$ cat config.mk
export PLATFORM = sky130hd
export DESIGN_NAME = tst_ram
export DESIGN_NICKNAME = d
export VERILOG_FILES = /design/src/hdl/tst_ram.sv
export SDC_FILE = /design/constraint.sdc
export NUM_CORES = 1
export LEC_CHECK = 0
export ABC_AREA = 1
export BUFFER_PORTS_ARGS = -buffer_cell sky130_fd_sc_hd__buf_4
export CELL_PAD_IN_SITES_DETAIL_PLACEMENT = 0
export CELL_PAD_IN_SITES_GLOBAL_PLACEMENT = 1
export CORE_ASPECT_RATIO = 1.75
export CORE_UTILIZATION = 35
export CTS_CLUSTER_SIZE = 16
export DETAILED_ROUTE_END_ITERATION = 6
export GPL_ROUTABILITY_DRIVEN = 0
export PLACE_DENSITY = 0.61
export SLEW_MARGIN = 20
export SYNTH_ARGS = -nofsm -noshare
export SYNTH_HDL_FRONTEND = slang
export SYNTH_SLANG_ARGS = --single-unit
export TNS_END_PERCENT = 10
$ cat constraint.sdc
create_clock -name clock -period 2.9 [get_ports clock]
set_clock_uncertainty 0.2 [all_clocks]
set_input_delay 0.29 -clock clock [delete_from_list [all_inputs] [get_ports clock]]
set_output_delay 0.29 -clock clock [all_outputs]
set_load 0.02 [all_outputs]
$ cat src/hdl/tst_ram.sv
`timescale 1ns / 1ps
// ----------------------------------------------------------------------------
// tst_ram
// Generic single-write, single-read RAM with a registered read port.
// ----------------------------------------------------------------------------
module tst_ram #(
   parameter int WIDTH = 8,
   parameter int DEPTH = 64
) (
   input  logic                     clock,
   input  logic                     wr_en,
   input  logic [$clog2(DEPTH)-1:0] wr_addr,
   input  logic [WIDTH-1:0]         wr_data,
   input  logic                     rd_en,
   input  logic [$clog2(DEPTH)-1:0] rd_addr,
   output logic [WIDTH-1:0]         rd_data
);
   logic [WIDTH-1:0] mem [DEPTH];
   logic [WIDTH-1:0] rd_data_ff;

   always_ff @(posedge clock) begin
      if (wr_en) begin
         mem[wr_addr] <= wr_data;
      end
      if (rd_en) begin
         rd_data_ff <= mem[rd_addr];
      end
   end

   assign rd_data = rd_data_ff;
endmodule

# ---- Word-level counts from Yosys, hierarchy flattened
# Memories as Yosys holds them, arrays and structs flattened. A register that Yosys moved wholly into a read port is not among the register bits.
# Index checks and enable logic that the tools add are counted.
# Widths: inputs -> output; s select.
dict set report word_totals {
  ram_bits 512
  mem_bits_ro 0
  in_bits 23
  reg_bits 0
  mem_count 1
  latchBits 0
  elab_cells 3
  output_inout_bits 8
}
# name depth width rd rd_ports_with_merged_regs wr line_no
set mem_list {}
lappend mem_list {mem 64 8 1 1 1 18} ;# logic [WIDTH-1:0] mem [DEPTH];
dict set report classes {
  bitwise 0
  n_lt_le_gt_ge 0
  n_mul 0
  div 0
  eq_ne 0
  reduce_logical 0
  mux 2
  addsub 0
  shift 0
}
# cell count
set op_table {}
lappend op_table {{$mux 1} 2}

# ---- Depth between registers and ports, before layout
dict set report depth {
  ltp_word 2
  ltp_mapped 12
  depth_no_buf 9
}

# ---- Worst setup path after synthesis
# Ideal clock, no wire load.
dict set report synth_timing {
  path_kind {input port to flip-flop}
  startpoint {in wr_en}
  endpoint {mem mem[48][0], enable pin}
  setup_ns 0.395
  required_ns 2.305
  path_stages 3
  path_buffers 1
  t_arrival_ns 1.661
  setup_slack_ns 0.644
  cell_sequence {clkbuf_1 nand4_1 nor4_1}
}
dict set report synth_between {
  elab_chain_len 2
}
# item line_no
set synth_rtl {}
lappend synth_rtl {{start: declaration} 11} ;# input logic wr_en,
lappend synth_rtl {{$mux 1} 22} ;# if (wr_en) begin
lappend synth_rtl {{$mux 1 (implied by the code)} 23} ;# mem[wr_addr] <= wr_data;
lappend synth_rtl {{end: declaration} 18}
# Every way passes these cells.

==> results.md <==
- The flow ran to the end, and the final reports show no timing, DRC or antenna violations.
- Global routing used 2.099% of the available met3 tracks.
- Averaged over all synthesized cells, the footprint is 11.87 sq um.
- The critical path in this run is classified as in -> reg.
- The DRC violation count after routing is 0.
- The share of total power in combinational logic is 6.8%.
- The number of synthesis warnings is 0.
- The number of antenna diodes in the final layout is 0.
- The critical path starts at rd_addr[4].
- After global routing the overflow that remains totals 0.
- When the netlist entered floorplanning its net count stood at 1828.
- After technology mapping, the gate count stands at 1805.
- Across the run, the number of max-cap violations was 0.
- The internal power contribution is 11900 uW.
- The completed layout was analyzed and its total power is 15480 uW.
- STA puts the critical path data required time at 3.05 ns.
- In this run the deepest clock path goes through 3 buffers.
- The critical path contains buffers and inverters numbering 4 combined.
- For the worst-skew pair, the clock arrives at the later sink with an insertion delay of 0.60 ns.
- The number of nets still failing antenna checks after routing is 0.
- During I/O placement, the number of pins put on the boundary was 31.
- The HPWL reported at the end of detailed placement is 36250 um.
- The first detailed-routing pass took 5 iterations.
- In this run the standard cell core region covers 60300 sq um.
- The number of cell instances on the worst register-to-register path is 9.
- Synthesis instantiated 15 different standard cells from the library.
- The first-pass GRT wire length is 89330 um.
- Using the TritonRoute via totals, the vias-per-cell ratio works out to 5.029.
- The TritonCTS clock tree is built.
- Buffers inserted during clock tree synthesis total 46.
- The power density over the cells is 638.1 nW/um^2.
- After clock tree synthesis, the clock-pin slew on the worst setup and hold paths is 0.07 ns.
- The share of total power in the clock network is 39.2%.
- The number of endpoints with negative hold slack in the final report came to 0.
- Among cell families on the critical path, the largest total delay comes from buffers and inverters.
- Relative to the synthesized area, the layout overhead comes to 13.25%.
- The critical path goes through dlygate4sd3_1 -> buf_4 -> inv_1 -> nand3_1 -> nand3_1 -> dlygate4sd3_1 -> nand2_1.
- Entering global routing, the biggest net connects 65 pins.
- The tree is rooted in a sky130_fd_sc_hd__clkbuf_16.
- Setup repair after global routing left no endpoint under its margin.
- The data arrival time of the worst path is 2.59 ns.
- The worst path uses 84.45% of the clock period.
- The die outline area is 62230 sq um.
- After detailed routing, the total wire length is 60120 um.
- The power dissipated by switching net loads is 3573 uW.
- The total count of max-transition violations in the final report is 0.
- The floorplan has 119 rows.
- The number of buffers inserted to repair setup after CTS is 0.
- Cells with a size suffix above 1 make up 10.56% of the layout.
- The number of antenna violations at the first check in global routing is 1.
- The worst min-delay path category is in -> reg.
- The stage delay of the slowest cell on the critical path is 0.55 ns.
- The horizontal die dimension is 189.0 um.
- The setup slack after layout is 0.4510 ns.
- In this run the worst path has a maximum fanout of 17.
- VDD sags by at most 0.0003421 V.
- The hold slack is 0.03503 ns.
- The total of cells resized after clock tree synthesis is 0.
- In this run, the number of DRC markers left after iteration 0 of detailed routing was 966.
- The synthesized area is 21420 sq um.
- The aggregate negative setup slack is 0 ns.
- Across every metal layer, demand over resource in global routing totals 19.70%.
- The worst setup path is launched from a primary input.
- The leakage component of the power is 0.008722 uW.
- At the pin with the least slew margin, the transition time is 0.8636 ns.
- For this configuration, the core starts out at a cell density of 35.52%.
- Measured against its own limit, the worst slew margin works out to 42.22%.
- The vertical extent of the die is 329.3 um.
- Global routing used 23.26% of the available met1 tracks.
- The number of cells on the critical path is 7.
- The kind of end point of the critical path is a register.
- Global routing consumed, on the met2 layer, 36.20% of the routing resources.
- The routed design could run at a clock period as short as 2.449 ns.
- Dividing the detail-routed wire length by the instance count gives 22.27 um.
- The sequential-to-total area share from yosys stat is 72.90%.
- The switching portion of total power is 23.09%.
- In this run the register-to-register setup slack is 0.74 ns.
- The number of nets in the layout is 1901.
- The via count of the first global-routing pass is 13.60k.
- The synthesized flop and latch total is 520.
- In this run the number of H-tree levels came out at 2.
- For this design, the slowest cell found on the critical path is sky130_fd_sc_hd__dlygate4sd3_1.
- Of the total power, registers draw 54.0%.
- The endpoint identified for the worst register-to-register timing path is rd_data[0]$_DFFE_PP_.
- The clock net in this run drives a total of 520 sinks.
- The launch point of the worst reg-to-reg path is mem[35][0]$_DFFE_PP_.
- The capturing instance or port of the critical path is rd_data[0]$_DFFE_PP_.
- Setup violations remaining at the end of the flow were counted as 0.
- Timing analysis after detailed placement gives a worst setup slack of 0.3784 ns.
- Measured on the finished design, the core utilization comes to 40.23%.
- The maximum achievable frequency is 408.3 MHz.
- The total via count in the routed design is 13.57k.
- The global routing's busiest layer is met2.
- The number of I/O port buffers is 30.
-- synthesized netlist by cell type, drive strengths merged --
library cell,n,area (sq um)
nor4,8,50.05
inv,12,50.05
nand2,648,2432
buf,98,752.0
clkbuf,15,56.30
nand3,439,2197
nor2,56,210.2
nand4,9,56.30
edfxtp,520,15610
-- what timing repair did --
action / CTS / global route
hold buffers: 4 / 0
endpoints found under the setup margin: 0 / 0
endpoints found under the hold margin: 16 / 0
-- layout by cell type (no fill, tap or decap), drive strengths merged, types with 4 or more instances in the layout --
cell type and n:
nand2 648, nor4 8, clkbuf 55, clkinv 20, edfxtp 520, bufinv 4
inv 15, nor2 56, dlygate4sd3 4, nand4 9, nand3 439, buf 134
-- cell families (layout without fill, tap and decap cells) --
kind of cell  Yosys count  after routing  synth area share (%)
flops                 520            520                 72.90
buf+inv               125            233                 4.007
simple gates         1160           1160                 23.09
-- power by group through the flow --
stage	combinational, uW	sequential (uW)	clock [uW]
floorplan	585	8520	0
global placement	1070	8520	0
detailed placement	1080	8520	0
CTS	1080	8360	6200
global route	1160	8360	6440
finish	1060	8360	6060
-- final cells by class --
type,instances,area (sq um)
clock buffer,55,1185
sequential,520,15620
tap,786,983.4
clock inverter,28,264.0
timing repair buffer,138,1212
multi-input combinational,1160,4946
inverter,12,52.55
fill,5708,36040
-- worst min-delay path by stage --
stage | from | endpoint | slack [ns] | cells past startpoint
final | wr_data[2] | mem[7][2]$_DFFE_PP_ | 0.04 | 2
after CTS | wr_data[2] | mem[7][2]$_DFFE_PP_ | 0.02 | 2
after floorplan | wr_data[0] | mem[0][0]$_DFFE_PP_ | 0.19 | 0
after global placement | rd_en | rd_data[7]$_DFFE_PP_ | 0.48 | 1
after detailed placement | rd_en | rd_data[7]$_DFFE_PP_ | 0.48 | 1
after global routing | wr_data[2] | mem[7][2]$_DFFE_PP_ | 0.03 | 2
-- metal layers --
layer | part of all wire (%) | routed length [um]
met5 | 0.023 | 14
met4 | 3.9 | 2339
met3 | 3.3 | 2004
met2 | 53 | 31950
met1 | 40 | 23810
-- worst reg2reg max path, cell delays in order, from the launching register on --
cell,delay [ns]
sky130_fd_sc_hd__edfxtp_1,0.36
sky130_fd_sc_hd__nand2_1,0.08
sky130_fd_sc_hd__nand3_1,0.08
sky130_fd_sc_hd__nand3_1,0.14
sky130_fd_sc_hd__nand2_1,0.08
sky130_fd_sc_hd__nand2_1,0.09
sky130_fd_sc_hd__nand3_1,0.17
sky130_fd_sc_hd__nand3_1,0.14
sky130_fd_sc_hd__dlygate4sd3_1,0.55
sky130_fd_sc_hd__nand2_1,0.04
-- sequential cells by signal (all words and copies together) (netlist names) --
| signal | cells |
|---|---|
| mem | 512 |
| rd_data | 8 |
-- metrics by stage --
step | cells | area, sq um
2_1_floorplan | 1805 | 21420
3_3_place_gp | 2612 | 22770
3_5_place_dp | 2612 | 22770
4_1_cts | 2699 | 24260
5_1_grt | 2699 | 24260
6_report | 2699 | 24260
No activity file was read; power rests on OpenSTA's default activity.
