$ cat src/hdl/tst_pkg.sv
`timescale 1ns / 1ps
// ----------------------------------------------------------------------------
// tst_pkg
// Shared types and constants of the topic subscription table.
// ----------------------------------------------------------------------------
package tst_pkg;

   localparam int CMD_W    = 2;
   localparam int KEY_W    = 64;
   localparam int HOST_W   = 16;
   localparam int SEQ_W    = 64;
   localparam int STATUS_W = 3;

   localparam int DEF_ENTRIES   = 64;
   localparam int DEF_HOST_BITS = 16;

   typedef enum logic [CMD_W-1:0] {
      CMD_ADD    = 2'd0,
      CMD_REMOVE = 2'd1,
      CMD_VISIT  = 2'd2
   } cmd_type;

   typedef enum logic [STATUS_W-1:0] {
      STS_UPDATED  = 3'd0,
      STS_INSERTED = 3'd1,
      STS_FULL     = 3'd2,
      STS_REMAINS  = 3'd3,
      STS_EMPTY    = 3'd4,
      STS_MATCH    = 3'd5,
      STS_NOMATCH  = 3'd6
   } status_type;

   typedef enum logic [1:0] {
      ST_CLEAR,
      ST_IDLE,
      ST_SCAN,
      ST_FINISH
   } state_type;

   typedef struct packed {
      status_type        status;
      logic [HOST_W-1:0] match_host;
      logic [SEQ_W-1:0]  match_seqno;
      logic              last;
   } rsp_type;

endpackage

$ cat src/hdl/tst_rsp_if.sv
`timescale 1ns / 1ps
// ----------------------------------------------------------------------------
// tst_rsp_if
// Response channel: status, visited subscriber and last mark.
// ----------------------------------------------------------------------------
interface tst_rsp_if;
   import tst_pkg::*;

   logic              valid;
   logic              ready;
   status_type        status;
   logic [HOST_W-1:0] match_host;
   logic [SEQ_W-1:0]  match_seqno;
   logic              last;

   modport source (output valid, status, match_host, match_seqno, last,
                   input ready);
   modport sink (input valid, status, match_host, match_seqno, last,
                 output ready);
endinterface

$ cat src/hdl/tst_rsp_reg.sv
`timescale 1ns / 1ps
// ----------------------------------------------------------------------------
// tst_rsp_reg
// Output register between the scan engine and the response channel.
// ----------------------------------------------------------------------------
module tst_rsp_reg (
   input  logic             clock,
   input  logic             reset,
   input  logic             push,
   input  tst_pkg::rsp_type push_data,
   output logic             out_free,
   tst_rsp_if.source        rsp_ch
);
   import tst_pkg::*;

   logic    valid_ff, valid_in;
   rsp_type data_ff, data_in;

   assign out_free = !valid_ff || rsp_ch.ready;

   always_comb begin
      valid_in = valid_ff;
      data_in  = data_ff;
      if (push) begin
         valid_in = 1'b1;
         data_in  = push_data;
      end else if (rsp_ch.ready) begin
         valid_in = 1'b0;
      end
   end

   always_ff @(posedge clock) begin
      if (reset) begin
         valid_ff <= 1'b0;
      end else begin
         valid_ff <= valid_in;
      end
      data_ff <= data_in;
   end

   assign rsp_ch.valid       = valid_ff;
   assign rsp_ch.status      = data_ff.status;
   assign rsp_ch.match_host  = data_ff.match_host;
   assign rsp_ch.match_seqno = data_ff.match_seqno;
   assign rsp_ch.last        = data_ff.last;
endmodule

$ cat src/flat_wrapper.sv
// flat-port wrapper written by rule: the top's interface ports become plain ports
module tst_rsp_reg_flat import tst_pkg::*;
  (clock, reset, push, push_data, out_free, rsp_ch_valid, rsp_ch_status, rsp_ch_match_host, rsp_ch_match_seqno, rsp_ch_last, rsp_ch_ready);
  tst_rsp_if rsp_ch_i ();
  input  logic clock;
  input  logic reset;
  input  logic push;
  input  tst_pkg::rsp_type push_data;
  output logic out_free;
  output wire logic [$bits(rsp_ch_i.valid)-1:0] rsp_ch_valid;
  output wire logic [$bits(rsp_ch_i.status)-1:0] rsp_ch_status;
  output wire logic [$bits(rsp_ch_i.match_host)-1:0] rsp_ch_match_host;
  output wire logic [$bits(rsp_ch_i.match_seqno)-1:0] rsp_ch_match_seqno;
  output wire logic [$bits(rsp_ch_i.last)-1:0] rsp_ch_last;
  input wire logic [$bits(rsp_ch_i.ready)-1:0] rsp_ch_ready;
  assign rsp_ch_valid = rsp_ch_i.valid;
  assign rsp_ch_status = rsp_ch_i.status;
  assign rsp_ch_match_host = rsp_ch_i.match_host;
  assign rsp_ch_match_seqno = rsp_ch_i.match_seqno;
  assign rsp_ch_last = rsp_ch_i.last;
  assign rsp_ch_i.ready = rsp_ch_ready;
  tst_rsp_reg u_core (.clock(clock), .reset(reset), .push(push), .push_data(push_data), .out_free(out_free), .rsp_ch(rsp_ch_i));
endmodule
$ cat config.mk
export PLATFORM = sky130hd
export DESIGN_NAME = tst_rsp_reg_flat
export DESIGN_NICKNAME = d
export VERILOG_FILES = /design/src/hdl/tst_pkg.sv /design/src/hdl/tst_rsp_if.sv /design/src/hdl/tst_rsp_reg.sv /design/src/flat_wrapper.sv
export SDC_FILE = /design/constraint.sdc
export NUM_CORES = 1
export LEC_CHECK = 0
export BUFFER_PORTS_ARGS = -buffer_cell sky130_fd_sc_hd__clkbuf_2
export CELL_PAD_IN_SITES_DETAIL_PLACEMENT = 0
export CELL_PAD_IN_SITES_GLOBAL_PLACEMENT = 1
export CORE_MARGIN = 3
export CORE_UTILIZATION = 32
export CTS_CLUSTER_SIZE = 24
export DETAILED_ROUTE_END_ITERATION = 16
export PLACE_DENSITY = 0.85
export SYNTH_ARGS = -nofsm -noshare
export SYNTH_HDL_FRONTEND = slang
export SYNTH_SLANG_ARGS = --single-unit
export TNS_END_PERCENT = 20
$ cat constraint.sdc
create_clock -name clock -period 0.8 [get_ports clock]
set_input_delay 0.12 -clock clock [delete_from_list [all_inputs] [get_ports clock]]
set_output_delay 0.12 -clock clock [all_outputs]
set_load 0.005 [all_outputs]
# [Word level (Yosys, flattened, before mapping)]
# Index checks and enable logic that the tools add are counted.
[op_classes] mux=2 reduce_logical=3
[ops] operator="$mux W1" count=2
[ops] operator="$reduce_bool A2 Y1" count=1
[ops] operator="$logic_not A1 Y1" count=1
[ops] operator="$logic_or A1 B1 Y1" count=1
[word_totals] register_bits=85 input_bits=88 out_inout_bits=86 elab_cells=10

# [Logic depth before layout (Yosys ltp)]
# Gate-level depths: netlist of the first run.
[depth] word_depth=2 depth_mapped=2 depth_no_buf=2

# [Worst setup path before layout of the first run]
# No wires, ideal clock.
[synth_path] path_type="register to register" from="register u_core.rsp_ch.valid (netlist name)" to="register u_core.valid_ff (netlist: u_core.rsp_ch.valid)" setup_time_ns=0.066 arrival_ns=0.541 required_time_ns=0.734 path_slack_ns=0.193 path_stages_with_launch=3 n_path_buf=0 synth_period_minus_slack_ns=0.607 cell_sequence="dfxtp_1 > nand2b_4 > a21oi_2"
[synth_lines] item="end signal, assigned" line_no="tst_rsp_reg.sv:36" text="valid_ff <= valid_in;"
[synth_lines] item="end, declared" line_no="tst_rsp_reg.sv:16" text="logic valid_ff, valid_in;"

# [Final worst setup path of the first run]
[layout_path] from="register u_core.valid_ff (netlist: u_core.rsp_ch.valid)" to="output port out_free"
[layout_between] elab_chain_cells=2
[layout_rtl] item="$logic_not A1 Y1" line_no="tst_rsp_reg.sv:19" text="assign out_free = !valid_ff || rsp_ch.ready;"
[layout_rtl] item="$logic_or A1 B1 Y1" line_no="tst_rsp_reg.sv:19"
[layout_rtl] item="end, declared" line_no="flat_wrapper.sv:9" text="output logic out_free;"
# Every way passes these cells.

==> results of run 1 <==
## cell type report
| type | instances | area, sq um | area share, % |
|---|---|---|---|
| clock inverter | 6 | 63.8 | 1.36 |
| clock buffer | 10 | 128 | 2.72 |
| antenna | 4 | 10.0 | 0.213 |
| timing repair buffer | 263 | 1790 | 38.2 |
| sequential | 85 | 2550 | 54.2 |
| tap | 102 | 128 | 2.72 |
| inverter | 1 | 3.75 | 0.0799 |
| multi-input combinational | 2 | 22.5 | 0.480 |
## cells by family (layout without fill, tap and decap cells)
| group | count (synthesis) | in the layout | share of synthesized area, % |
|---|---|---|---|
| compound gates | 1 | 1 | 0.341 |
| other cells | 0 | 4 | 0 |
| flops | 85 | 85 | 99.0 |
| simple gates | 1 | 1 | 0.536 |
| buf+inv | 1 | 280 | 0.146 |
## path summary, 6_finish.rpt
| kind | start | end | slack (ns) | cells after the start |
|---|---|---|---|---|
| max | u_core.rsp_ch.valid | out_free | -0.20 | 2 |
| min | rsp_ch_ready | u_core.rsp_ch.valid | 0.17 | 4 |
| max reg2reg | u_core.rsp_ch.valid | u_core.rsp_ch.valid | 0.05 | 3 |
| min reg2reg | u_core.rsp_ch.valid | u_core.rsp_ch.valid | 0.62 | 3 |
## stage by stage
stage               hold WS [ns]  std cells  instance area (sq um)
finish                     0.165        473                   4700
detailed placement         0.291        367                   3620
global route               0.149        473                   4700
CTS                       0.0329        468                   4660
floorplan                  0.182         88                   2570
global placement           0.286        367                   3620
## per-layer routing
| layer | vias up | wire length (microns) | part of all wire, % |
|---|---|---|---|
| met1 | 872 | 2630 | 37 |
| met3 | 9 | 631 | 9.0 |
| met2 | 112 | 3650 | 52 |
| li1 | 909 | - | - |
| met5 | - | 0 | 0 |
| met4 | 0 | 112 | 1.6 |
## synth_stat cells
library cell and count:
a21oi_2 1, dfxtp_1 1, edfxtp_1 84, inv_1 1, nand2b_4 1
## state kept, by name (all words and copies together) (netlist names)
| signal | flops |
|---|---|
| u_core.rsp_ch.valid | 1 |
| u_core.rsp_ch.match_host | 16 |
| u_core.rsp_ch.match_seqno | 64 |
| u_core.rsp_ch.status | 3 |
| u_core.rsp_ch.last | 1 |
## worst max-delay path, cell delays in order, from the launching register on
cell      delay [ns]
dfxtp_4         0.37
nand2b_4        0.06
buf_6           0.11
## where the power goes
part           switching [uW]  internal [uW]  leakage [uW]
sequential               99.6           5280      0.000831
clock                    1440           1440     0.0000939
combinational             407            671       0.00112
## timing repair
item	4_1_cts	5_1_grt
hold buffers	85	0
resized for setup	1	6
gates cloned	0	0
buffers inserted	0	1
setup endpoints to repair	86	86
endpoints found under the hold margin	85	0
==> summary.md, run 1 <==
| Metric | Value |
|---|---|
| Height of the die | `95.6 microns` |
| CP endpoint kind | `primary output` |
| Worst Skew | `0 ns` |
| Final-report hold violation count | `0` |
| Root buf cell | `clkbuf_8` |
| Grt total ovfl | `0` |
| Final WS setup | `-0.203 ns` |
| Remaining antenna violation count | `0` |
| Final Power | `9330 uW` |
| Hold Path Class | `input port to flip-flop` |
| WL final | `7020 microns` |
| Post-synthesis sequential area ratio | `99.0%` |
| Vias | `1902` |
| Setup Crit Path Kind | `flip-flop to primary output` |
| Core ar. | `0.00777 sq mm` |
| Vias in the first global route | `between 1500 and 2000` |
| Num CTS Buffers | `9` |
| Minimum clock period | `1.00 ns` |
| Initial antenna violation count | `4` |
| Later-pin clock latency in the skew report | `0.33 ns` |
| Fin util | `60.5%` |
| # rows | `32` |
| Synth cell types | `5` |
| Cells after synthesis | `88` |
| Cell taking the most area after synthesis | `edfxtp_1` |
| Dpl ws | `-0.0122 ns` |
| # nets final | `450` |
| Slew Limit Fails | `0` |
| Leakage | `about 0.002 uW` |
| Filler cells | `between 500 and 600` |
| Max-Cap Viols | `0` |
| Met2 GRT Util | `25.6%` |
| First-pass GRT wire length | `just under 10000 microns` |
| Yosys warnings | `0` |
| Post-synth top area share | `98.2%` |
| Failing checks | `setup timing` |
| Layout area overhead | `82.8%` |
| IO Pins | `174` |
| Clk pin slew, worst setup/hold paths | `0.07 ns` |
| Syn_area_per_cell | `29.2 sq um` |
| Max VDD drop | `1.03 mV` |
| H-tree levels | `3` |
| CP required | `0.68 ns` |
| Post-route DRC | `0` |
| Synth area leaders | `edfxtp_1 (98%), dfxtp_1 (0.78%), nand2b_4 (0.54%)` |
| Final period utilization | `125%` |
| Clock sink count | `between 80 and 90` |
| Commonest non-fill, non-tap cell in the layout | `clkbuf_2` |
| Met3 usage | `6.24%` |
| Post-synth net total | `176` |
| Share of layout cells above drive strength 1 | `53.1%` |
| First-pass detailed-route iteration total | `4` |
| DR WL/cell | `14.8 microns` |
| Crit-path max FO | `2` |
| Highest clock rate | `997 MHz` |
| Routability Congestion | `0.632` |
| CTS max path bufs | `2` |
| Cell area after synthesis | `between 0.002 and 0.003 sq mm` |
| PwrDens | `1990 mW/mm^2` |
| Final setup viols | `86` |
| Die area | `0.00914 sq mm` |
| Worst-margin pin slew | `0.202 ns` |
| Most Used Layer, Global Route | `met2` |
| Largest net degree at the start of global routing | `37` |
| CP Data Arrival Time | `0.88 ns` |
| Post-DR vias/cell | `4.02` |
| CP startpoint kind | `flip-flop` |
| GR Util met1 | `16.5%` |
| Rel. slew slack | `86.6%` |
| Most frequent cells in the layout | `clkbuf_2 (168), dlygate4sd3_1 (85), edfxtp_1 (84)` |
| #FFs+latches synth | `85` |
| Die width | `95.6 microns` |
| RSZ-0062 raised after global routing | `true` |
| Status | `finished with violations` |
| Post-detail-place hpwl | `around 4700 microns` |
| GR Util All Layers | `15.2%` |
| PortBufs | `173` |
| Starting DRC count in detailed routing | `46` |
| CTS tree | `built` |
| Initial Util | `33.1%` |
| Fin Setup TNS | `-13.04 ns` |
No activity file was read; power rests on OpenSTA's default activity.
==> inputs of run 2 (changes only) <==
Settings changed: CORE_UTILIZATION 32 to 34, CTS_BUF_LIST set to sky130_fd_sc_hd__clkbuf_4 sky130_fd_sc_hd__clkbuf_8, PLACE_DENSITY 0.85 to 0.89.
==> run 2 against run 1 <==
  * The run still ends with setup timing left
  * Clock skew stayed put
  * Clock-buffer cell count fell by 1
  * Maximum frequency is 0.18% higher
  * Combinational power hardly changed
  * Critical path depth fell by 1
  * Hold slack got worse by 0.030 ns
  * Critical path type unchanged
==> summary.md, run 2 (synthesis results as in run 1) <==
| Metric | Value |
|---|---|
| Root buf cell | `clkbuf_8 (unchanged)` |
| Worst-margin pin slew | `0.227 ns (was 0.202 ns)` |
| CTS max path bufs | `2 (unchanged)` |
| Core ar. | `0.00729 sq mm (was 0.00777 sq mm)` |
| # rows | `31 (was 32)` |
| Fin util | `63.6% (was 60.5%)` |
| WL final | `7020 microns (about the same)` |
| CP required | `0.68 ns (about the same)` |
| Largest net degree at the start of global routing | `44 (was 37)` |
| Grt total ovfl | `0 (unchanged)` |
| Initial antenna violation count | `0 (was 4)` |
| Switching share of power | `22.0% (was 20.8%)` |
| Remaining antenna violation count | `0 (unchanged)` |
| CP startpoint kind | `flip-flop (unchanged)` |
| GR Util All Layers | `17.0% (was 15.2%)` |
| IO Pins | `174 (unchanged)` |
| Setup Crit Path Kind | `flip-flop to primary output (unchanged)` |
| Commonest non-fill, non-tap cell in the layout | `clkbuf_2 (unchanged)` |
| PwrDens | `1960 mW/mm^2 (was 1990 mW/mm^2)` |
| Clk pin slew, worst setup/hold paths | `0.08 ns (was 0.07 ns)` |
| Comb pwr share | `11.7% (was 11.6%)` |
| CP Data Arrival Time | `0.88 ns (about the same)` |
| Final-report hold violation count | `0 (unchanged)` |
| Failing checks | `setup timing (unchanged)` |
| Post-DR vias/cell | `4.09 (was 4.02)` |
| Post-route DRC | `0 (unchanged)` |
| Crit path cell chain | `clkbuf_2 (was nand2b_4 > buf_6)` |
| Max-Cap Viols | `0 (unchanged)` |
| CP endpoint kind | `primary output (unchanged)` |
| Switching Power | `2000 uW (was 1940 uW)` |
| First-pass GRT wire length | `10800 microns (was 9910 microns)` |
| Layout area overhead | `80.5% (was 82.8%)` |
| Most frequent cells in the layout | `clkbuf_2 (170), dlygate4sd3_1 (85), edfxtp_1 (84) (was clkbuf_2 (168), dlygate4sd3_1 (85), edfxtp_1 (84))` |
| CTS tree | `built (unchanged)` |
| Number of flip-flops in the largest register | `64 (unchanged)` |
| DR WL/cell | `15.1 microns (was 14.8 microns)` |
| Minimum clock period | `1.00 ns (about the same)` |
| Clock sink count | `85 (unchanged)` |
| Leakage | `0.00203 uW (was 0.00205 uW)` |
| Height of the die | `92.9 microns (was 95.6 microns)` |
| Status | `finished with violations (unchanged)` |
| Vias | `1899 (was 1902)` |
| Vias in the first global route | `2181 (was 1978)` |
| First-pass detailed-route iteration total | `5 (was 4)` |
| Final Power | `9070 uW (was 9330 uW)` |
| PortBufs | `173 (unchanged)` |
| Worst Skew | `0 ns (unchanged)` |
| Die width | `92.9 microns (was 95.6 microns)` |
| Int Power | `7070 uW (was 7380 uW)` |
| Highest clock rate | `999 MHz (was 997 MHz)` |
| Max incr delay on CP | `0.40 ns (was 0.37 ns)` |
| Sequential power share | `59.3% (was 57.6%)` |
| Cell family with the largest share of critical-path delay | `flip-flops (unchanged)` |
| Filler cells | `557 (was 599)` |
| CP bufs+invs | `1 (unchanged)` |
| Inserted Diodes | `0 (was 4)` |
| Max VDD drop | `1.06 mV (was 1.03 mV)` |
| Num CTS Buffers | `9 (unchanged)` |
| Rel. slew slack | `84.9% (was 86.6%)` |
| Die area | `0.00863 sq mm (was 0.00914 sq mm)` |
| H-tree levels | `3 (unchanged)` |
| Slew Limit Fails | `0 (unchanged)` |
| Clock power frac | `29.0% (was 30.8%)` |
| Final period utilization | `125% (about the same)` |
| Routability Congestion | `0.658 (was 0.632)` |
| RSZ-0062 raised after global routing | `true (unchanged)` |
| Share of layout cells above drive strength 1 | `53.4% (was 53.1%)` |
| Starting DRC count in detailed routing | `48 (was 46)` |
| Dpl ws | `-0.00652 ns (was -0.0122 ns)` |
| Crit-path max FO | `1 (was 2)` |
| Hold Path Class | `input port to flip-flop (unchanged)` |
| Final setup viols | `86 (unchanged)` |
| Initial Util | `35.2% (was 33.1%)` |
| Later-pin clock latency in the skew report | `0.34 ns (was 0.33 ns)` |
| Critical-path top delay cell | `edfxtp_1 (was dfxtp_4)` |
| # nets final | `448 (was 450)` |
| Final WS setup | `-0.201 ns (was -0.203 ns)` |
## run 2: changes by cell type in the layout (fill, tap and decap cells not counted), moves of 2 or more
cell      previous run  this run
buf_4                4         2
buf_6                2         0
clkbuf_2           168       170
diode_2              4         0
## run 2: metal layers
layer	GRT usage, %	part of all wire (%)
met2	30.9	54
met5	0	0
met1	17.0	34
met3	6.66	9.9
met4	7.33	1.8
## run 2: power groups by stage
| stage | Clock [uW] | Sequential, uW | Combinational (uW) |
|---|---|---|---|
| floorplan | 0 | 5520 | 9.36 |
| global placement | 0 | 5460 | 704 |
| detailed placement | 0 | 5480 | 724 |
| CTS | 2730 | 5380 | 1060 |
| global route | 2950 | 5410 | 1160 |
| finish | 2630 | 5380 | 1060 |
## run 2: what timing repair did
action,4_1_cts,5_1_grt
setup endpoints to repair,86,86
setup buffers,1,0
hold buffers,85,0
gates resized for setup,1,2
hold endpoints to repair,85,0
pin swaps,0,0
## run 2: cell type report
class	count	area, sq um	area share [%]
Clock inverter	7	51.3	1.11
Tap cell	99	124	2.67
Inverter	1	3.75	0.0810
Multi-Input combinational cell	2	22.5	0.486
Clock buffer	9	124	2.67
Timing Repair Buffer	261	1770	38.1
Sequential cell	85	2540	54.9
## run 2: worst paths after layout
| path | from | end | slack (ns) | depth (start not counted) |
|---|---|---|---|---|
| hold / removal | rsp_ch_ready | u_core.rsp_ch.valid | 0.13 | 4 |
| setup / recovery | u_core.rsp_ch.match_seqno[63] | rsp_ch_match_seqno[63] | -0.20 | 1 |
| hold reg to reg | u_core.rsp_ch.valid | u_core.rsp_ch.valid | 0.57 | 3 |
| setup reg to reg | u_core.rsp_ch.valid | u_core.rsp_ch.valid | 0.09 | 3 |
## run 2: per-stage QoR
stage | TNS [ns] | area [sq um] | hold WS (ns) | std cells
after global placement | 0 | 3600 | 0.281 | 362
after detailed placement | -0.291 | 3600 | 0.291 | 362
after global routing | -17.57 | 4640 | 0.146 | 464
after CTS | -15.22 | 4640 | 0.110 | 464
after floorplan | 0 | 2570 | 0.182 | 88
final | -13.42 | 4640 | 0.135 | 464
