### src/hdl/tst_pkg.sv
`timescale 1ns / 1ps
// ----------------------------------------------------------------------------
// tst_pkg
// Shared types and constants of the topic subscription table.
// ----------------------------------------------------------------------------
package tst_pkg;

   localparam int CMD_W    = 2;
   localparam int KEY_W    = 64;
   localparam int HOST_W   = 16;
   localparam int SEQ_W    = 64;
   localparam int STATUS_W = 3;

   localparam int DEF_ENTRIES   = 64;
   localparam int DEF_HOST_BITS = 16;

   typedef enum logic [CMD_W-1:0] {
      CMD_ADD    = 2'd0,
      CMD_REMOVE = 2'd1,
      CMD_VISIT  = 2'd2
   } cmd_type;

   typedef enum logic [STATUS_W-1:0] {
      STS_UPDATED  = 3'd0,
      STS_INSERTED = 3'd1,
      STS_FULL     = 3'd2,
      STS_REMAINS  = 3'd3,
      STS_EMPTY    = 3'd4,
      STS_MATCH    = 3'd5,
      STS_NOMATCH  = 3'd6
   } status_type;

   typedef enum logic [1:0] {
      ST_CLEAR,
      ST_IDLE,
      ST_SCAN,
      ST_FINISH
   } state_type;

   typedef struct packed {
      status_type        status;
      logic [HOST_W-1:0] match_host;
      logic [SEQ_W-1:0]  match_seqno;
      logic              last;
   } rsp_type;

endpackage

### src/hdl/tst_req_if.sv
`timescale 1ns / 1ps
// ----------------------------------------------------------------------------
// tst_req_if
// Request channel: command, topic, host and sequence bounds.
// ----------------------------------------------------------------------------
interface tst_req_if;
   import tst_pkg::*;

   logic              valid;
   logic              ready;
   logic [CMD_W-1:0]  cmd;
   logic [KEY_W-1:0]  topic_key;
   logic [HOST_W-1:0] host;
   logic [SEQ_W-1:0]  seqno_low;
   logic [SEQ_W-1:0]  seqno_high;

   modport source (output valid, cmd, topic_key, host, seqno_low, seqno_high,
                   input ready);
   modport sink (input valid, cmd, topic_key, host, seqno_low, seqno_high,
                 output ready);
endinterface

### src/hdl/tst_engine.sv
`timescale 1ns / 1ps
// ----------------------------------------------------------------------------
// tst_engine
// Scan sequencer: clears the table, walks every slot per request and
// updates the slot table through the RAM write port.
// ----------------------------------------------------------------------------
module tst_engine #(
   parameter int ENTRIES   = tst_pkg::DEF_ENTRIES,
   parameter int HOST_BITS = tst_pkg::DEF_HOST_BITS,
   parameter int WORD_W    = 1 + tst_pkg::KEY_W + HOST_BITS + tst_pkg::SEQ_W
) (
   input  logic                       clock,
   input  logic                       reset,
   tst_req_if.sink                    req_ch,
   output logic                       ram_wr_en,
   output logic [$clog2(ENTRIES)-1:0] ram_wr_addr,
   output logic [WORD_W-1:0]          ram_wr_data,
   output logic                       ram_rd_en,
   output logic [$clog2(ENTRIES)-1:0] ram_rd_addr,
   input  logic [WORD_W-1:0]          ram_rd_data,
   output logic                       rsp_push,
   output tst_pkg::rsp_type           rsp_data,
   input  logic                       out_free
);
   import tst_pkg::*;

   localparam int IDX_W = $clog2(ENTRIES);
   localparam int CNT_W = IDX_W + 1;

   state_type state_ff, state_in;

   logic [CMD_W-1:0]     cmd_ff, cmd_in;
   logic [KEY_W-1:0]     key_ff, key_in;
   logic [HOST_BITS-1:0] host_ff, host_in;
   logic [SEQ_W-1:0]     lo_ff, lo_in;
   logic [SEQ_W-1:0]     hi_ff, hi_in;
   logic [CNT_W-1:0]     cnt_ff, cnt_in;
   logic                 ev_vld_ff, ev_vld_in;
   logic [IDX_W-1:0]     ev_idx_ff, ev_idx_in;
   logic                 found_ff, found_in;
   logic [IDX_W-1:0]     slot_ff, slot_in;
   logic                 free_vld_ff, free_vld_in;
   logic [IDX_W-1:0]     free_idx_ff, free_idx_in;
   logic                 remains_ff, remains_in;
   logic                 pend_vld_ff, pend_vld_in;
   logic [HOST_BITS-1:0] pend_host_ff, pend_host_in;
   logic [SEQ_W-1:0]     pend_seq_ff, pend_seq_in;

   logic                 accept;
   logic                 known_cmd;
   logic                 in_scan;
   logic                 issue;
   logic                 adv;
   logic                 e_valid;
   logic [KEY_W-1:0]     e_key;
   logic [HOST_BITS-1:0] e_host;
   logic [SEQ_W-1:0]     e_seq;
   logic                 topic_hit;
   logic                 pair_hit;
   logic                 free_hit;
   logic                 range_hit;
   logic                 is_add;
   logic                 is_remove;
   logic                 is_visit;

   // slot word layout: valid, topic, host, seqno
   assign e_valid = ram_rd_data[WORD_W-1];
   assign e_key   = ram_rd_data[SEQ_W+HOST_BITS +: KEY_W];
   assign e_host  = ram_rd_data[SEQ_W +: HOST_BITS];
   assign e_seq   = ram_rd_data[SEQ_W-1:0];

   assign is_add    = (cmd_ff == CMD_ADD);
   assign is_remove = (cmd_ff == CMD_REMOVE);
   assign is_visit  = (cmd_ff == CMD_VISIT);

   assign topic_hit = ev_vld_ff && e_valid && (e_key == key_ff);
   assign pair_hit  = topic_hit && (e_host == host_ff);
   assign free_hit  = ev_vld_ff && !e_valid;
   assign range_hit = topic_hit && (e_seq >= lo_ff) && (e_seq <= hi_ff);

   assign accept    = req_ch.valid && req_ch.ready;
   assign known_cmd = (req_ch.cmd == CMD_ADD) || (req_ch.cmd == CMD_REMOVE) ||
                      (req_ch.cmd == CMD_VISIT);
   assign in_scan   = (state_ff == ST_SCAN);
   // hold the scan while a second visit hit has nowhere to go
   assign adv       = !(in_scan && is_visit && range_hit && pend_vld_ff && !out_free);
   assign issue     = in_scan && adv && (cnt_ff < CNT_W'(ENTRIES));

   // next state
   always_comb begin
      state_in = state_ff;
      case (state_ff)
         ST_CLEAR: begin
            if (cnt_ff == CNT_W'(ENTRIES - 1)) state_in = ST_IDLE;
         end
         ST_IDLE: begin
            if (accept && known_cmd) state_in = ST_SCAN;
         end
         ST_SCAN: begin
            if (adv && !issue) state_in = ST_FINISH;
         end
         ST_FINISH: begin
            if (out_free) state_in = ST_IDLE;
         end
         default: state_in = ST_IDLE;
      endcase
   end

   // outputs
   always_comb begin
      req_ch.ready = (state_ff == ST_IDLE);
      ram_rd_en    = issue;
      ram_rd_addr  = cnt_ff[IDX_W-1:0];
      ram_wr_en    = 1'b0;
      ram_wr_addr  = cnt_ff[IDX_W-1:0];
      ram_wr_data  = '0;
      rsp_push     = 1'b0;
      rsp_data     = '{status: STS_MATCH, match_host: '0, match_seqno: '0, last: 1'b0};
      case (state_ff)
         ST_CLEAR: begin
            ram_wr_en = 1'b1;
         end
         ST_SCAN: begin
            if (adv && is_remove && pair_hit && !found_ff) begin
               // drop the matching pair
               ram_wr_en   = 1'b1;
               ram_wr_addr = ev_idx_ff;
               ram_wr_data = {1'b0, key_ff, host_ff, e_seq};
            end
            if (adv && is_visit && range_hit && pend_vld_ff) begin
               rsp_push              = 1'b1;
               rsp_data.match_host   = HOST_W'(pend_host_ff);
               rsp_data.match_seqno  = pend_seq_ff;
            end
         end
         ST_FINISH: begin
            if (out_free) begin
               rsp_push      = 1'b1;
               rsp_data.last = 1'b1;
               if (is_add) begin
                  ram_wr_data = {1'b1, key_ff, host_ff, lo_ff};
                  if (found_ff) begin
                     rsp_data.status = STS_UPDATED;
                     ram_wr_en       = 1'b1;
                     ram_wr_addr     = slot_ff;
                  end else if (free_vld_ff) begin
                     rsp_data.status = STS_INSERTED;
                     ram_wr_en       = 1'b1;
                     ram_wr_addr     = free_idx_ff;
                  end else begin
                     rsp_data.status = STS_FULL;
                  end
               end else if (is_remove) begin
                  rsp_data.status = remains_ff ? STS_REMAINS : STS_EMPTY;
               end else if (pend_vld_ff) begin
                  rsp_data.match_host  = HOST_W'(pend_host_ff);
                  rsp_data.match_seqno = pend_seq_ff;
               end else begin
                  rsp_data.status = STS_NOMATCH;
               end
            end
         end
         default: begin
         end
      endcase
   end

   // datapath
   always_comb begin
      cmd_in       = cmd_ff;
      key_in       = key_ff;
      host_in      = host_ff;
      lo_in        = lo_ff;
      hi_in        = hi_ff;
      cnt_in       = cnt_ff;
      ev_vld_in    = ev_vld_ff;
      ev_idx_in    = ev_idx_ff;
      found_in     = found_ff;
      slot_in      = slot_ff;
      free_vld_in  = free_vld_ff;
      free_idx_in  = free_idx_ff;
      remains_in   = remains_ff;
      pend_vld_in  = pend_vld_ff;
      pend_host_in = pend_host_ff;
      pend_seq_in  = pend_seq_ff;
      case (state_ff)
         ST_CLEAR: begin
            cnt_in = (cnt_ff == CNT_W'(ENTRIES - 1)) ? '0 : cnt_ff + CNT_W'(1);
         end
         ST_IDLE: begin
            if (accept) begin
               cmd_in      = req_ch.cmd;
               key_in      = req_ch.topic_key;
               host_in     = HOST_BITS'(req_ch.host);
               lo_in       = req_ch.seqno_low;
               hi_in       = req_ch.seqno_high;
               cnt_in      = '0;
               ev_vld_in   = 1'b0;
               found_in    = 1'b0;
               free_vld_in = 1'b0;
               remains_in  = 1'b0;
               pend_vld_in = 1'b0;
            end
         end
         ST_SCAN: begin
            if (adv) begin
               ev_vld_in = issue;
               if (issue) begin
                  ev_idx_in = cnt_ff[IDX_W-1:0];
                  cnt_in    = cnt_ff + CNT_W'(1);
               end
               if (pair_hit && !found_ff) begin
                  found_in = 1'b1;
                  slot_in  = ev_idx_ff;
               end else if (is_remove && topic_hit) begin
                  remains_in = 1'b1;
               end
               if (is_add && free_hit && !free_vld_ff) begin
                  free_vld_in = 1'b1;
                  free_idx_in = ev_idx_ff;
               end
               if (is_visit && range_hit) begin
                  pend_vld_in  = 1'b1;
                  pend_host_in = e_host;
                  pend_seq_in  = e_seq;
               end
            end
         end
         ST_FINISH: begin
            if (out_free) pend_vld_in = 1'b0;
         end
         default: begin
         end
      endcase
   end

   always_ff @(posedge clock) begin
      if (reset) begin
         state_ff    <= ST_CLEAR;
         cnt_ff      <= '0;
         ev_vld_ff   <= 1'b0;
         found_ff    <= 1'b0;
         free_vld_ff <= 1'b0;
         remains_ff  <= 1'b0;
         pend_vld_ff <= 1'b0;
      end else begin
         state_ff    <= state_in;
         cnt_ff      <= cnt_in;
         ev_vld_ff   <= ev_vld_in;
         found_ff    <= found_in;
         free_vld_ff <= free_vld_in;
         remains_ff  <= remains_in;
         pend_vld_ff <= pend_vld_in;
      end
      cmd_ff       <= cmd_in;
      key_ff       <= key_in;
      host_ff      <= host_in;
      lo_ff        <= lo_in;
      hi_ff        <= hi_in;
      ev_idx_ff    <= ev_idx_in;
      slot_ff      <= slot_in;
      free_idx_ff  <= free_idx_in;
      pend_host_ff <= pend_host_in;
      pend_seq_ff  <= pend_seq_in;
   end
endmodule

### src/flat_wrapper.sv
// flat-port wrapper written by rule: the top's interface ports become plain ports
module tst_engine_flat import tst_pkg::*;
#(
   parameter int ENTRIES   = tst_pkg::DEF_ENTRIES,
   parameter int HOST_BITS = tst_pkg::DEF_HOST_BITS,
   parameter int WORD_W    = 1 + tst_pkg::KEY_W + HOST_BITS + tst_pkg::SEQ_W
)
  (clock, reset, ram_wr_en, ram_wr_addr, ram_wr_data, ram_rd_en, ram_rd_addr, ram_rd_data, rsp_push, rsp_data, out_free, req_ch_valid, req_ch_cmd, req_ch_topic_key, req_ch_host, req_ch_seqno_low, req_ch_seqno_high, req_ch_ready);
  tst_req_if req_ch_i ();
  input  logic clock;
  input  logic reset;
  output logic ram_wr_en;
  output logic [$clog2(ENTRIES)-1:0] ram_wr_addr;
  output logic [WORD_W-1:0] ram_wr_data;
  output logic ram_rd_en;
  output logic [$clog2(ENTRIES)-1:0] ram_rd_addr;
  input  logic [WORD_W-1:0] ram_rd_data;
  output logic rsp_push;
  output tst_pkg::rsp_type rsp_data;
  input  logic out_free;
  input wire logic [$bits(req_ch_i.valid)-1:0] req_ch_valid;
  input wire logic [$bits(req_ch_i.cmd)-1:0] req_ch_cmd;
  input wire logic [$bits(req_ch_i.topic_key)-1:0] req_ch_topic_key;
  input wire logic [$bits(req_ch_i.host)-1:0] req_ch_host;
  input wire logic [$bits(req_ch_i.seqno_low)-1:0] req_ch_seqno_low;
  input wire logic [$bits(req_ch_i.seqno_high)-1:0] req_ch_seqno_high;
  output wire logic [$bits(req_ch_i.ready)-1:0] req_ch_ready;
  assign req_ch_i.valid = req_ch_valid;
  assign req_ch_i.cmd = req_ch_cmd;
  assign req_ch_i.topic_key = req_ch_topic_key;
  assign req_ch_i.host = req_ch_host;
  assign req_ch_i.seqno_low = req_ch_seqno_low;
  assign req_ch_i.seqno_high = req_ch_seqno_high;
  assign req_ch_ready = req_ch_i.ready;
  tst_engine #(.ENTRIES(ENTRIES), .HOST_BITS(HOST_BITS), .WORD_W(WORD_W)) u_core (.clock(clock), .reset(reset), .req_ch(req_ch_i), .ram_wr_en(ram_wr_en), .ram_wr_addr(ram_wr_addr), .ram_wr_data(ram_wr_data), .ram_rd_en(ram_rd_en), .ram_rd_addr(ram_rd_addr), .ram_rd_data(ram_rd_data), .rsp_push(rsp_push), .rsp_data(rsp_data), .out_free(out_free));
endmodule
### config.mk
export PLATFORM = sky130hd
export DESIGN_NAME = tst_engine_flat
export DESIGN_NICKNAME = d
export VERILOG_FILES = /design/src/hdl/tst_pkg.sv /design/src/hdl/tst_req_if.sv /design/src/hdl/tst_engine.sv /design/src/flat_wrapper.sv
export SDC_FILE = /design/constraint.sdc
export NUM_CORES = 1
export LEC_CHECK = 0
export BUFFER_PORTS_ARGS = -buffer_cell sky130_fd_sc_hd__buf_2
export CAP_MARGIN = 20
export CORE_AREA = 2 2 238 240
export CTS_CLUSTER_DIAMETER = 30
export CTS_CLUSTER_SIZE = 30
export DETAILED_ROUTE_END_ITERATION = 8
export DIE_AREA = 0 0 240 242
export GPL_TIMING_DRIVEN = 0
export PLACE_DENSITY = 0.53
export SLEW_MARGIN = 25
export SYNTH_ARGS = -nofsm -noshare
export SYNTH_HDL_FRONTEND = slang
export SYNTH_SLANG_ARGS = --single-unit
### constraint.sdc
create_clock -name clock -period 10.9 [get_ports clock]
set_input_delay 2.18 -clock clock [delete_from_list [all_inputs] [get_ports clock]]
set_output_delay 2.18 -clock clock [all_outputs]
set_load 0.01 [all_outputs]
==> Yosys cells after proc, flatten, opt, wreduce, memory -nomap -nowiden <==
Index checks and enable logic that the tools add are counted.
{ "totals": {"ff_bits": 322, "elab_cells": 156} }
{ "op_classes": {"n_addsub": 1, "magnitude_cmp": 3, "eq_ne": 22, "muxes": 60, "n_bitwise": 1, "reduce_logical": 52} }
{ "op_table": {"columns": ["cell", "count"], "rows": [
  ["$mux W80", 4],
  ["$mux W145", 2],
  ["$pmux W145 S2", 1],
  ["$pmux W80 S2", 1],
  ["$mux W144", 1],
  ["$mux W84", 1],
  ["$eq A64 B64 Y1", 1],
  ["$ge A64 B64 Y1", 1],
  ["$le A64 B64 Y1", 1],
  ["$mux W6", 5],
  ["$mux W7", 4],
  ["$logic_and A1 B1 Y1", 26],
  ["$ne A2 B2 Y1 const B", 11],
  ["$pmux W7 S3", 1],
  ["$mux W1", 20],
  ["$eq A16 B16 Y1", 1],
  ["$reduce_and A4 Y1", 4],
  ["$mux W3", 5],
  ["$reduce_and A3 Y1", 5],
  ["$mux W2", 6],
  ["$pmux W6 S2", 1],
  ["$pmux W1 S2", 5],
  ["$reduce_and A5 Y1", 2],
  ["$eq A2 B2 Y1 const B", 4],
  ["14 further kinds", 26]
]} }

==> Depth between registers and ports, before layout <==
{ "logic_depth": {"depth_word": 14, "mapped_depth": 12} }

==> Worst setup path before layout <==
Ideal clock, no wire load.
{ "synth_path": {"path_type": "input to register", "from": "in req_ch_valid", "to": "reg u_core.found_ff", "arrival_time_ns": 7.813, "setup_slack_ns": 2.960, "cell_stages": 4, "cell_sequence": "and2_1 -> a21oi_1 -> nand2_1 -> o21ai_0"} }
{ "synth_via": {"elab_chain_len": 3} }
{ "synth_lines": {"columns": ["element", "line_no", "rtl"], "rows": [
  ["start, declared", "flat_wrapper.sv:21", "input wire logic [$bits(req_ch_i.valid)-1:0] req_ch_valid;"],
  ["$logic_and A1 B1 Y1", "tst_engine.sv:81", "assign accept = req_ch.valid && req_ch.ready;"],
  ["$ne A2 B2 Y1 (no line)", null, null],
  ["$reduce_and A4 Y1 (no line)", null, null],
  ["end signal, assigned", "tst_engine.sv:250", "found_ff <= found_in;"],
  ["end, declared", "tst_engine.sv:40", "logic found_ff, found_in;"]
]} }
No other way between the ends.
A chain may end at the register's enable or synchronous reset.

==> key figures <==
Status
  – Result of the run: complete, no violations

Placement
  – Detailed placement HPWL: 47.9 mm
  – Placed inst area: 0.0207 mm²
  – Routability-driven placement congestion ratio: 0.874
  – Pre-CTS setup slack: 2.25 ns
  – Placed cells: 2748
  – Port bufs: 603

Hold path
  – Critical hold path startpoint: u_core.ev_idx_ff[1]
  – Class of the most critical hold timing path: reg -> reg
  – Hold EP: u_core.slot_ff[1]
  – Hold depth: 0

Layout
  – Final Instance Area: 0.0237 mm²
  – Fraction of final layout cells with drive strength greater than 1: 36.9%
  – Fin nets: 2575
  – Area growth from synthesis to final layout: 44.0%
  – Fin cells: 2914
  – Fillers: 5398

STA
  – Worst slew margin: 36.4%
  – Share of the clock period used by the worst path: 79.3%
  – Maximum clock frequency: 0.116 GHz
  – RSZ-0062 raised after global routing: false
  – Setup-violating endpoint count in the final report: 0
  – Number of slew-limit violations in the final report: 0
  – Shortest period the worst path allows: 8.64 ns
  – Clk_skew: 0.0144 ns
  – Worst-case setup margin in the final layout: 2.26 ns
  – Final hold violation count: 0
  – Slew at the pin with the worst max-slew slack: 0.946 ns
  – Post-Route Hold Slack: 0.478 ns

Clock tree
  – CTS H-tree lvls: 3
  – Clock tree from TritonCTS: built
  – Post-cts gate resize count: 0
  – Clock root buffer: clkbuf_16
  – Post-CTS setup buffer count: 0
  – Clock Latency Late Sink: 0.61 ns
  – Register clock-pin slew on the reported worst setup and hold paths: 0.04 ns
  – Number of buffers inserted during clock tree synthesis: 88
  – Largest buffer count on any clock path: 3
  – Num Clock Sinks: 322
  – Post-cts hold buffer count: 0

Floorplanning
  – Floorplan die height: 242 µm
  – Boundary pin count: 604
  – Die area: 0.0581 mm²
  – Standard-cell rows: 87
  – Horizontal extent of the die: 240 µm
  – Starting Density: 29.5%
  – Floorplan Core Area: 0.0557 mm²

Drt
  – Total wire length after detailed routing: 59.8 mm
  – DR iter-0 viols: 508
  – Final ANT Viol Nets: 0
  – Ratio of routed vias to standard cells: 4.58
  – Total via count in the routed design: 13400
  – Drt first pass iters: 5
  – Detail-routed net length per standard cell: 20.5 µm
  – DRC viols: 0

Yosys
  – Synth Cell Area: 0.0165 mm²
  – Top FF cell, synth: edfxtp_1
  – Net Count, Synth: 1873
  – Library cell with the largest summed area after synthesis: edfxtp_1
  – Number of unique standard cell types used by synthesis: 62
  – Average instance area after synthesis: 11.9 µm²
  – Area fraction of the dominant cell type after synthesis: 56.2%
  – Share of synthesized area occupied by flip-flops and latches: 57.9%
  – Commonest cells post-synth: edfxtp_1, inv_1, ha_1
  – Top area cells in the synthesized netlist: edfxtp_1, ha_1, inv_1, and2_1, nor2b_1
  – Number of synthesized flops with an enable pin: 308
  – Most used standard cell by instance count after synthesis: edfxtp_1
  – Number of storage elements in the synthesis netlist: 322
  – Synth warn: 0
  – Number of instances in the synthesized netlist: 1380
  – Share of flip-flops with an asynchronous set or reset: 0%

GRT
  – Residual overflow from global routing: 0
  – Via count of the first global-routing pass: 13700
  – Maximum number of pins on one net before global-route repair: 47
  – Wire length of the first global-routing pass: 85.3 mm
  – Global-route total usage across every layer: 20.1%
  – Initial antenna violation count: 6

Power and ir drop
  – IR drop worst, VDD: 0.163 mV
  – LEAKAGE: 10.7 nW
  – Total power divided by cell area: 197 mW/mm²

Critical path
  – Startpoint of the worst register-to-register path: u_core.lo_ff[59]
  – Endpoint of the worst-slack reg-to-reg timing path: u_core.pend_seq_ff[18]
  – Slowest cell on the critical path: nor4b_1
  – Peak per-stage delay on the critical path: 0.69 ns
  – Sort of element at the start of the critical path: input port
  – Cell with the most instances on the worst path: buf_2
  – Category of the worst setup path capture point: output port
  – Depth of the most critical reg-to-reg path: 13
  – Slack of the worst reg-to-reg path: 6.17 ns
  – Startpoint-to-endpoint class of the critical path: in -> out
  – Maximum fanout along the worst path: 10
  – Endpoint required time on the critical path: 8.72 ns
  – CP arrival: 6.46 ns
  – CP cell instances: buf_2, ha_1, nand4_1, nor3_1, nor4b_1, nor4bb_1, o22ai_1, nand3_1, o2111ai_2, a21oi_4, buf_6, and2_1, buf_2

Job
  – Number of max-capacitance violations reported: 0
## worst max-delay path: cells and delay by family
kind	cells	cell delay (ns)
compound gates	3	1.15
fa+ha+maj	1	0.33
buf+inv	3	0.56
simple gates	6	2.21
## state kept, by name (all words and copies together) (netlist names)
name and cells:
u_core.state_ff 2, u_core.remains_ff 1, u_core.cmd_ff 2, u_core.key_ff 64, u_core.found_ff 1, u_core.slot_ff 6
u_core.cnt_ff 7, u_core.pend_vld_ff 1, u_core.pend_seq_ff 64, u_core.hi_ff 64, u_core.lo_ff 64, u_core.free_vld_ff 1
u_core.ev_idx_ff 6, u_core.pend_host_ff 16, u_core.free_idx_ff 6, u_core.host_ff 16, u_core.ev_vld_ff 1
## logic make-up after synthesis
family,Yosys count,synth area share (%)
multiplexers,6,0.365
XOR/XNOR,68,3.62
AO/OA/AOI/OAI,230,8.65
buffers and inverters,196,5.32
flip-flops,322,57.9
AND/OR/NAND/NOR,424,14.0
adder cells (fa/ha/maj),134,10.2
## final cells by class
class	count	area [µm²]	share of cell area (%)
clock inverters	64	709	2.99
repair buffers	612	3240	13.7
inverters	153	574	2.42
well taps	756	946	3.99
plain buffers	43	302	1.27
clock buffers	99	2330	9.81
flip-flops and latches	322	9530	40.2
diodes	3	7.51	0.0317
multi-input cells	862	6070	25.6
## how the worst max path moves through the flow
stage | cells after the start | end | slack, ns | startpoint
detailed placement | 13 | rsp_data[3] | 2.25 | ram_rd_data[59]
CTS | 13 | rsp_data[3] | 2.23 | ram_rd_data[59]
floorplan | 4 | u_core.found_ff | 2.96 | req_ch_valid
finish | 13 | rsp_data[3] | 2.26 | ram_rd_data[59]
global placement | 8 | u_core.pend_seq_ff[9] | -0.67 | ram_rd_data[63]
global route | 13 | rsp_data[3] | 2.08 | ram_rd_data[59]
## power breakdown
group	total (W)	internal, W	switching (W)
clock	0.00261	0.00183	0.000783
combinational	0.000511	0.000210	0.000301
sequential	0.00156	0.00150	0.0000561
## layer usage
layer	routed length (µm)	track usage [%]
met1	22600	21.7
met2	31300	36.7
met3	4470	6.47
met4	1450	6.38
met5	22	0
## stage by stage
stage	power [W]	utilization [%]	setup TNS (ns)
2_1_floorplan	0.00187	-	0
3_3_place_gp	0.00210	36.7	-52.72
3_5_place_dp	0.00209	37.1	0
4_1_cts	0.00473	42.5	0
5_1_grt	0.00486	42.5	0
6_report	0.00468	42.5	0
## placed cells by master, fill, tap and decap left out, types with 5 or more instances in the layout
cell,Yosys,routed
buf_2,10,613
edfxtp_1,308,308
inv_1,153,153
ha_1,134,134
nand2_1,118,118
clkbuf_16,0,91
nor2b_1,83,83
and2_1,83,82
o21ai_0,80,80
a21oi_1,57,57
xor2_1,45,45
nand4_1,28,28
nor2_1,28,27
xnor2_1,23,23
clkinv_2,0,22
nand3_1,21,21
clkbuf_1,13,19
nor4_1,19,19
clkinv_1,0,15
buf_6,14,14
o21ai_1,14,14
dfxtp_1,14,14
bufinv_16,0,13
nor3_1,13,12
a21o_1,12,12
a22oi_1,8,8
a221oi_1,7,7
nand2b_1,6,6
or4_1,6,6
mux2i_1,6,6
o221ai_1,6,6
a211oi_1,6,6
buf_4,6,6
clkinvlp_4,0,6
buf_16,0,6
o22ai_1,5,5
(Power assumes the default switching activity.)
